--- config.mk ---
export PLATFORM = sky130hd
export DESIGN_NAME = murmur64a_stream_hash_unit
export DESIGN_NICKNAME = d
export VERILOG_FILES = /design/src/sv/mh64_pkg.sv /design/src/sv/mh64_mul.sv /design/src/sv/mh64_dp.sv /design/src/sv/mh64_ctrl.sv /design/src/sv/murmur64a_stream_hash_unit.sv
export SDC_FILE = /design/constraint.sdc
export NUM_CORES = 2
export LEC_CHECK = 0
export BUFFER_PORTS_ARGS = -buffer_cell sky130_fd_sc_hd__buf_4
export CORE_AREA = 2 2 398 400
export CTS_BUF_LIST = sky130_fd_sc_hd__clkbuf_4
export CTS_CLUSTER_SIZE = 8
export DETAILED_ROUTE_END_ITERATION = 7
export DIE_AREA = 0 0 400 402
export PLACE_DENSITY = 0.52
export SLEW_MARGIN = 20
export SYNTH_ARGS = -nofsm -noshare
export SYNTH_HDL_FRONTEND = slang
export SYNTH_SLANG_ARGS = --single-unit
--- constraint.sdc ---
create_clock -name clk -period 8.3 [get_ports clk]
set_clock_uncertainty 0.15 [all_clocks]
set_input_delay 0.83 -clock clk [delete_from_list [all_inputs] [get_ports clk]]
set_output_delay 0.83 -clock clk [all_outputs]
set_load 0.1 [all_outputs]
--- src/sv/mh64_pkg.sv ---
// ----------------------------------------------------------------------------
// mh64_pkg
// Shared constants and control types for the MurmurHash64A stream hasher.
// ----------------------------------------------------------------------------
`default_nettype none

package mh64_pkg;

  localparam logic [63:0] MIX_MUL   = 64'hc6a4a7935bd1e995;
  localparam int          MIX_SHIFT = 47;
  localparam logic [3:0]  WORD_BYTES = 4'd8;

  // multiplier operand sources
  localparam logic [2:0] SRC_LEN   = 3'd0;  // zero-extended message length
  localparam logic [2:0] SRC_WORD  = 3'd1;  // full message word
  localparam logic [2:0] SRC_KMIX  = 3'd2;  // product xor-shifted by 47
  localparam logic [2:0] SRC_HXK   = 3'd3;  // running hash xor product
  localparam logic [2:0] SRC_HTAIL = 3'd4;  // running hash xor masked tail
  localparam logic [2:0] SRC_HFIN  = 3'd5;  // running hash xor-shifted by 47

  // running hash load sources
  localparam logic H_SEL_SEED = 1'b0;  // seed xor product
  localparam logic H_SEL_PROD = 1'b1;  // product

  typedef struct packed {
    logic       load;       // capture input item
    logic       mul_start;
    logic [2:0] mul_src;
    logic       h_load;
    logic       h_sel;
    logic       msg_set;    // message continues
    logic       msg_clear;  // message finished
    logic       out_load;   // capture finished hash
  } dp_cmd_t;

  typedef struct packed {
    logic in_msg;
    logic nb_full;
    logic nb_zero;
    logic last;
    logic mul_done;
    logic out_free;
  } dp_status_t;

endpackage

`default_nettype wire

--- src/sv/mh64_mul.sv ---
// ----------------------------------------------------------------------------
// mh64_mul
// Iterative 64-bit multiply by MIX_MUL, low 64 bits kept. One 32x32
// multiplier, three partial products accumulated in turn.
// ----------------------------------------------------------------------------
`default_nettype none

module mh64_mul (
  input  wire logic        clk,
  input  wire logic        rst,
  input  wire logic        start,
  input  wire logic [63:0] operand,
  output logic             done,
  output logic [63:0]      product
);
  import mh64_pkg::*;

  logic        busy;
  logic [1:0]  phase;
  logic [63:0] a;
  logic [63:0] prod;
  logic [63:0] acc;
  logic [31:0] a_half;
  logic [31:0] m_half;
  logic [63:0] pp;

  always_comb begin
    case (phase)
      2'd0: begin
        a_half = a[31:0];
        m_half = MIX_MUL[31:0];
      end
      2'd1: begin
        a_half = a[31:0];
        m_half = MIX_MUL[63:32];
      end
      default: begin
        a_half = a[63:32];
        m_half = MIX_MUL[31:0];
      end
    endcase
  end

  assign pp = a_half * m_half;

  always_ff @(posedge clk) begin
    if (rst) begin
      busy  <= 1'b0;
      phase <= 2'd0;
      done  <= 1'b0;
    end else begin
      done <= 1'b0;
      if (start) begin
        busy  <= 1'b1;
        phase <= 2'd0;
      end else if (busy) begin
        phase <= phase + 2'd1;
        if (phase == 2'd3) begin
          busy <= 1'b0;
          done <= 1'b1;
        end
      end
    end
  end

  // cross products only reach the upper half
  always_ff @(posedge clk) begin
    if (start) begin
      a <= operand;
    end else if (busy) begin
      prod <= pp;
      case (phase)
        2'd0: begin
        end
        2'd1: begin
          acc <= prod;
        end
        default: begin
          acc[63:32] <= acc[63:32] + prod[31:0];
        end
      endcase
    end
  end

  assign product = acc;

endmodule

`default_nettype wire

--- src/sv/mh64_dp.sv ---
// ----------------------------------------------------------------------------
// mh64_dp
// Datapath: item capture, running hash, operand selection, shared multiplier
// and the output register.
// ----------------------------------------------------------------------------
`default_nettype none

module mh64_dp (
  input  wire logic                 clk,
  input  wire logic                 rst,
  input  wire mh64_pkg::dp_cmd_t    cmd,
  output mh64_pkg::dp_status_t      status,
  input  wire logic [63:0]          hash_seed,
  input  wire logic [63:0]          word_data,
  input  wire logic [3:0]           valid_bytes,
  input  wire logic [31:0]          msg_length,
  input  wire logic                 last_word,
  output logic                      out_valid,
  input  wire logic                 out_ready,
  output logic [63:0]               hash_value
);
  import mh64_pkg::*;

  logic [63:0] word_r;
  logic [3:0]  nb_r;
  logic [31:0] len_r;
  logic        last_r;
  logic [63:0] h_r;
  logic        in_msg;
  logic [63:0] p;
  logic        mul_done;
  logic [63:0] operand;
  logic [63:0] tail_mask;

  always_comb begin
    for (int b = 0; b < 8; b++) begin
      tail_mask[8*b +: 8] = (4'(b) < nb_r) ? 8'hff : 8'h00;
    end
  end

  always_comb begin
    case (cmd.mul_src)
      SRC_LEN:   operand = {32'd0, len_r};
      SRC_WORD:  operand = word_r;
      SRC_KMIX:  operand = p ^ (p >> MIX_SHIFT);
      SRC_HXK:   operand = h_r ^ p;
      SRC_HTAIL: operand = h_r ^ (word_r & tail_mask);
      SRC_HFIN:  operand = h_r ^ (h_r >> MIX_SHIFT);
      default:   operand = word_r;
    endcase
  end

  mh64_mul u_mul (
    .clk     (clk),
    .rst     (rst),
    .start   (cmd.mul_start),
    .operand (operand),
    .done    (mul_done),
    .product (p)
  );

  // capture item; saturate the byte count at a full word
  always_ff @(posedge clk) begin
    if (cmd.load) begin
      word_r <= word_data;
      nb_r   <= (valid_bytes > WORD_BYTES) ? WORD_BYTES : valid_bytes;
      len_r  <= msg_length;
      last_r <= last_word;
    end
  end

  always_ff @(posedge clk) begin
    if (rst) begin
      h_r    <= 64'd0;
      in_msg <= 1'b0;
    end else begin
      if (cmd.h_load) begin
        h_r <= (cmd.h_sel == H_SEL_SEED) ? (hash_seed ^ p) : p;
      end
      if (cmd.msg_set) begin
        in_msg <= 1'b1;
      end else if (cmd.msg_clear) begin
        in_msg <= 1'b0;
        h_r    <= 64'd0;
      end
    end
  end

  always_ff @(posedge clk) begin
    if (rst) begin
      out_valid <= 1'b0;
    end else if (cmd.out_load) begin
      out_valid <= 1'b1;
    end else if (out_ready) begin
      out_valid <= 1'b0;
    end
  end

  always_ff @(posedge clk) begin
    if (cmd.out_load) begin
      hash_value <= p ^ (p >> MIX_SHIFT);
    end
  end

  assign status.in_msg   = in_msg;
  assign status.nb_full  = (nb_r == WORD_BYTES);
  assign status.nb_zero  = (nb_r == 4'd0);
  assign status.last     = last_r;
  assign status.mul_done = mul_done;
  assign status.out_free = !out_valid || out_ready;

endmodule

`default_nettype wire

--- src/sv/mh64_ctrl.sv ---
// ----------------------------------------------------------------------------
// mh64_ctrl
// Controller: sequences the multiplies of one item through the datapath.
// ----------------------------------------------------------------------------
`default_nettype none

module mh64_ctrl (
  input  wire logic                 clk,
  input  wire logic                 rst,
  input  wire logic                 in_valid,
  output logic                      in_ready,
  output mh64_pkg::dp_cmd_t         cmd,
  input  wire mh64_pkg::dp_status_t status
);
  import mh64_pkg::*;

  localparam logic [3:0] S_IDLE  = 4'd0;
  localparam logic [3:0] S_START = 4'd1;
  localparam logic [3:0] S_LEN   = 4'd2;
  localparam logic [3:0] S_BODY  = 4'd3;
  localparam logic [3:0] S_K1    = 4'd4;
  localparam logic [3:0] S_K2    = 4'd5;
  localparam logic [3:0] S_H     = 4'd6;
  localparam logic [3:0] S_END   = 4'd7;
  localparam logic [3:0] S_FIN   = 4'd8;
  localparam logic [3:0] S_OUT   = 4'd9;

  logic [3:0] state;
  logic [3:0] state_next;

  assign in_ready = (state == S_IDLE);

  always_comb begin
    state_next = state;
    cmd        = '0;
    case (state)
      S_IDLE: begin
        if (in_valid) begin
          cmd.load   = 1'b1;
          state_next = S_START;
        end
      end
      S_START: begin
        if (status.in_msg) begin
          state_next = S_BODY;
        end else begin
          cmd.mul_start = 1'b1;
          cmd.mul_src   = SRC_LEN;
          state_next    = S_LEN;
        end
      end
      S_LEN: begin
        if (status.mul_done) begin
          cmd.h_load = 1'b1;
          cmd.h_sel  = H_SEL_SEED;
          state_next = S_BODY;
        end
      end
      S_BODY: begin
        if (status.nb_full) begin
          cmd.mul_start = 1'b1;
          cmd.mul_src   = SRC_WORD;
          state_next    = S_K1;
        end else if (!status.nb_zero) begin
          cmd.mul_start = 1'b1;
          cmd.mul_src   = SRC_HTAIL;
          state_next    = S_H;
        end else begin
          state_next = S_END;
        end
      end
      S_K1: begin
        if (status.mul_done) begin
          cmd.mul_start = 1'b1;
          cmd.mul_src   = SRC_KMIX;
          state_next    = S_K2;
        end
      end
      S_K2: begin
        if (status.mul_done) begin
          cmd.mul_start = 1'b1;
          cmd.mul_src   = SRC_HXK;
          state_next    = S_H;
        end
      end
      S_H: begin
        if (status.mul_done) begin
          cmd.h_load = 1'b1;
          cmd.h_sel  = H_SEL_PROD;
          state_next = S_END;
        end
      end
      S_END: begin
        if (status.last) begin
          cmd.mul_start = 1'b1;
          cmd.mul_src   = SRC_HFIN;
          state_next    = S_FIN;
        end else begin
          cmd.msg_set = 1'b1;
          state_next  = S_IDLE;
        end
      end
      S_FIN: begin
        if (status.mul_done) begin
          state_next = S_OUT;
        end
      end
      S_OUT: begin
        // hold the final product until the output register frees up
        if (status.out_free) begin
          cmd.out_load  = 1'b1;
          cmd.msg_clear = 1'b1;
          state_next    = S_IDLE;
        end
      end
      default: begin
        state_next = S_IDLE;
      end
    endcase
  end

  always_ff @(posedge clk) begin
    if (rst) begin
      state <= S_IDLE;
    end else begin
      state <= state_next;
    end
  end

endmodule

`default_nettype wire

--- src/sv/murmur64a_stream_hash_unit.sv ---
// ----------------------------------------------------------------------------
// murmur64a_stream_hash_unit
// MurmurHash64A over a stream of little-endian 64-bit message words.
//
//   channel | handshake                  | payload
//   --------+----------------------------+----------------------------------
//   in      | in_valid / in_ready        | word_data, valid_bytes,
//           |                            | msg_length, last_word
//   out     | out_valid / out_ready      | hash_value
//   config  | psel, penable, pwrite ...  | hash_seed at paddr 0x0-0x7
//
// Each 64x64 multiply runs on one shared 32x32 multiplier.
// A middle full word needs three multiplies, a tail word one, an empty none.
// The first word of a message adds the length multiply, the last adds the
// end mix multiply and the output load.
// Reset is synchronous; it clears the controller, message state and out_valid.
// The finished hash waits in the output register; a stall there blocks only
// the end of the next message, not the accepting of its words.
// ----------------------------------------------------------------------------
`default_nettype none

module murmur64a_stream_hash_unit (
  input  wire logic        clk,
  input  wire logic        rst,
  input  wire logic        in_valid,
  output logic             in_ready,
  input  wire logic [63:0] word_data,
  input  wire logic [3:0]  valid_bytes,
  input  wire logic [31:0] msg_length,
  input  wire logic        last_word,
  output logic             out_valid,
  input  wire logic        out_ready,
  output logic [63:0]      hash_value,
  input  wire logic        psel,
  input  wire logic        penable,
  input  wire logic        pwrite,
  input  wire logic [3:0]  paddr,
  input  wire logic [63:0] pwdata,
  output logic [63:0]      prdata,
  output logic             pready
);
  import mh64_pkg::*;

  logic [63:0] hash_seed;
  dp_cmd_t     cmd;
  dp_status_t  status;

  assign pready = 1'b1;

  always_ff @(posedge clk) begin
    if (rst) begin
      hash_seed <= 64'd0;
    end else if (psel && penable && pwrite && pready && !paddr[3]) begin
      hash_seed <= pwdata;
    end
  end

  assign prdata = paddr[3] ? 64'd0 : hash_seed;

  mh64_ctrl u_ctrl (
    .clk      (clk),
    .rst      (rst),
    .in_valid (in_valid),
    .in_ready (in_ready),
    .cmd      (cmd),
    .status   (status)
  );

  mh64_dp u_dp (
    .clk         (clk),
    .rst         (rst),
    .cmd         (cmd),
    .status      (status),
    .hash_seed   (hash_seed),
    .word_data   (word_data),
    .valid_bytes (valid_bytes),
    .msg_length  (msg_length),
    .last_word   (last_word),
    .out_valid   (out_valid),
    .out_ready   (out_ready),
    .hash_value  (hash_value)
  );

endmodule

`default_nettype wire

==> out/qor.json <==
{
  "logic_synthesis": {
    "synth-simple-area-share": 0.0901,
    "netlist.area_leader.share": 0.268,
    "async_flop_share": 0,
    "postSynthRegisterBits": 495,
    "synth_mux_area_frac": 0.00847,
    "synth.cell_area_sq_um": 46700,
    "synth_largest_area_cell": "sky130_fd_sc_hd__fa_1",
    "synth_compound_area_frac": 0.109,
    "syn_inst": 4472,
    "ys_seq_area_frac": 0.289,
    "synthTopCellsByArea": "sky130_fd_sc_hd__fa_1, sky130_fd_sc_hd__edfxtp_1, sky130_fd_sc_hd__ha_1",
    "yosys.area_share.adder": 0.383,
    "synth.lib_cells_used.distinct": 80,
    "synth_most_common_cell": "sky130_fd_sc_hd__inv_1",
    "postSynth.topFlopCell": "sky130_fd_sc_hd__edfxtp_1",
    "yosysWarnings": 0,
    "dominant_combinational_cell_family_by_area_after_synthesis": "adder cells",
    "synth_edf_count": 357,
    "postSynthAreaPerCell_sq_um": 10.4,
    "synth.cells.most_frequent": "sky130_fd_sc_hd__inv_1, sky130_fd_sc_hd__fa_1, sky130_fd_sc_hd__ha_1",
    "synth-xor-area-share": 0.0379
  },
  "flow_run": {
    "number_of_max_capacitance_violations_reported": 0
  },
  "setup_path": {
    "startpoint_type": "flop",
    "reg2reg_setup_slack_ns": -0.23,
    "required_ns": 8.85,
    "critical_path.endpoint_type": "flop",
    "worst-path-max-fanout": 6,
    "reg2reg_to": "u_dp.u_mul.prod[61]",
    "timing.setup.critical_path_class": "flop to flop",
    "worst_ep_arrival_time_ns": 9.09,
    "rr_worst_depth": 29,
    "timing.critical_path.slowest_cell_delay_ns": 0.64,
    "timing.critical_path.slowest_stage_cell": "sky130_fd_sc_hd__fa_2",
    "r2r-start": "u_dp.u_mul.phase[0]"
  },
  "global_route": {
    "maximum_number_of_pins_on_one_net_before_global_route_repair": 79,
    "track_usage": 0.226,
    "grt-ovfl-total": 0,
    "grt_pass1_vias": 38900,
    "wire_length_of_the_first_global_routing_pass_um": 265000,
    "grt_antenna_before_repair": 13
  },
  "min_path": {
    "min_to": "hash_seed[27]",
    "timing.hold.worst_path_depth": 2,
    "min_from": "rst",
    "min-delay-path-class": "input port to flop"
  },
  "clock_tree": {
    "cts_inserted_buffers": 137,
    "clkSlewWorstSetupHoldPaths_ns": 0.07,
    "clk-insertion-delay-late_ns": 0.98,
    "h_tree_lvl_count": 4,
    "clock_tree.buffer_depth": 3,
    "clock_sink_count": 495,
    "library_cell_used_as_clock_root_buffer": "sky130_fd_sc_hd__clkbuf_4",
    "tritoncts": "done"
  },
  "outcome": {
    "violations": "setup timing",
    "outcome": "finished with violations"
  },
  "floorplan": {
    "num_rows": 146,
    "floorplan.die_area_sq_um": 161000,
    "starting_density_of_the_core": 0.297,
    "core-area_sq_um": 157000,
    "chipWidth_um": 400,
    "pin_count": 307,
    "fp.dieH_um": 402
  },
  "route": {
    "antenna_violating_nets_post_route": 0,
    "detailedRoute.firstPassIterationCount": 6,
    "vias": 37700,
    "route.detailed.drc": 0,
    "via_per_inst": 4.93,
    "initialDrtViolationCount": 3169,
    "wire_per_inst_um": 23.8,
    "wl_um": 182000
  },
  "sta": {
    "slew_at_the_pin_closest_to_its_max_slew_limit_ns": 1.22,
    "setup_repair_after_global_routing_missed_its_margin": "yes",
    "finalWorstPathRequiredPeriod_ns": 8.53,
    "pins_over_their_slew_limit": 0,
    "fmax_mhz": 117,
    "timing_hold_violations_final": 0,
    "slew_headroom": 0.180,
    "final_setup_violation_count": 14,
    "postLayoutSetupSlackWorst_ns": -0.234,
    "timing.final.crit_share": 1.03
  },
  "placed_design": {
    "hpwlAfterDp_um": 147000,
    "io_buffers": 302,
    "gpl.final_weighted_congestion": 0.962,
    "placed_cells": 7180
  },
  "layout": {
    "layout.cells.non_filler": 7662,
    "area_growth_pct": 29.7,
    "design.final.nets": 6713,
    "drive_above_1_share": 0.263,
    "multi_input_comb_area_sq_um": 30900,
    "seq_area_sq_um": 13500,
    "filler_cells_inserted": 15600
  }
}
==> final cells by class <==
type	instances	area share
timing repair buffer	1054	0.143
clock inverter	32	0.00345
inverter	841	0.0528
antenna	6	0.000248
clock buffer	208	0.0258
tap	2072	0.0428
sequential	495	0.223
multi-input combinational	2954	0.509
==> critical path, delay by kind of cell, from the launching register on <==
kind / cells / cell delay, ns
xor+xnor: 1 / 0.10
flops: 1 / 0.33
mux: 1 / 0.31
simple gates: 5 / 1.22
compound gates: 5 / 1.06
buf+inv: 7 / 0.66
fa+ha+maj: 10 / 4.45
==> routing by layer <==
layer / vias up / share of wire / GRT usage
met5: - / 0.000071 / 0
met4: 2 / 0.037 / 0.0779
met3: 240 / 0.063 / 0.0301
met2: 1438 / 0.47 / 0.360
met1: 19200 / 0.43 / 0.315
li1: 16900 / - / -
==> what timing repair did <==
item | in CTS | in global routing
gates resized for setup | 201 | 179
buffers inserted | 50 | 29
endpoints found under the hold margin | 166 | 0
hold buffers | 166 | 0
gates cloned | 1 | 0
pin swaps | 137 | 123
setup endpoints to repair | 31 | 31
==> metrics by stage <==
| step | area, sq um | setup TNS, ns | hold WS [ns] | utilization | setup WS [ns] |
|---|---|---|---|---|---|
| after floorplan | 46800 | -0.0151 | 0.274 | - | -0.0151 |
| after global placement | 55000 | -8.67 | 0.300 | 0.350 | -0.609 |
| after detailed placement | 55000 | -8.75 | 0.305 | 0.350 | -0.660 |
| after CTS | 59700 | -1.97 | 0.0322 | 0.380 | -0.244 |
| after global routing | 60600 | -4.76 | 0.0842 | 0.385 | -0.443 |
| final | 60600 | -1.44 | 0.158 | 0.386 | -0.234 |
==> flip-flops by register name, indices dropped and copies added (netlist names) <==
register / cells
u_dp.nb_r: 4
u_ctrl.state: 4
u_dp.last_r: 1
u_dp.len_r: 32
u_dp.u_mul.product: 64
u_dp.h_r: 64
u_dp.hash_value: 64
u_dp.u_mul.done: 1
u_dp.u_mul.prod: 64
hash_seed: 64
u_dp.word_r: 64
u_dp.u_mul.phase: 2
u_dp.out_valid: 1
u_dp.u_mul.a: 64
u_dp.in_msg: 1
u_dp.u_mul.busy: 1
==> cell families (layout without fill, tap and decap cells) <==
| group | Yosys count | in the layout |
|---|---|---|
| AOI/OAI and AO/OA | 759 | 759 |
| xor gates and xnor gates | 202 | 202 |
| other | 2 | 13 |
| and+or+nand+nor | 893 | 893 |
| buffers and inverters | 1028 | 2135 |
| muxes | 39 | 39 |
| adders and majority gates | 1054 | 1054 |
| DFF | 495 | 495 |
==> how the worst max path moves through the flow <==
stage | slack, ns | startpoint | end
floorplan | -0.02 | u_dp.u_mul.phase[1] | u_dp.u_mul.prod[57]
global placement | -0.61 | u_dp.u_mul.phase[1] | u_dp.u_mul.prod[57]
detailed placement | -0.66 | u_dp.u_mul.phase[1] | u_dp.u_mul.prod[57]
CTS | -0.24 | u_dp.u_mul.phase[0] | u_dp.u_mul.prod[61]
global route | -0.44 | u_dp.u_mul.phase[0] | u_dp.u_mul.prod[61]
finish | -0.23 | u_dp.u_mul.phase[0] | u_dp.u_mul.prod[61]
==> cell usage in the layout, fill, tap and decap left out, drive strengths merged, types with 20 or more instances in the layout <==
| cell type | instances |
|---|---|
| or2 | 44 |
| nand4 | 23 |
| xnor2 | 125 |
| a221o | 56 |
| o221ai | 21 |
| a21oi | 301 |
| nand3 | 24 |
| nor3 | 49 |
| buf | 888 |
| o21ai | 85 |
| nand2 | 303 |
| ha | 429 |
| dfxtp | 138 |
| nor2 | 222 |
| clkinv | 22 |
| clkbuf | 208 |
| a211oi | 70 |
| inv | 839 |
| edfxtp | 357 |
| mux2i | 35 |
| a21o | 39 |
| nor2b | 151 |
| fa | 625 |
| a22oi | 24 |
| a221oi | 63 |
| dlygate4sd3 | 166 |
| xor2 | 77 |
| and2 | 20 |
Power is left out: the tool's default activity adds up to more than one toggle a clock period on the data nets, which glitch-free logic cannot reach.
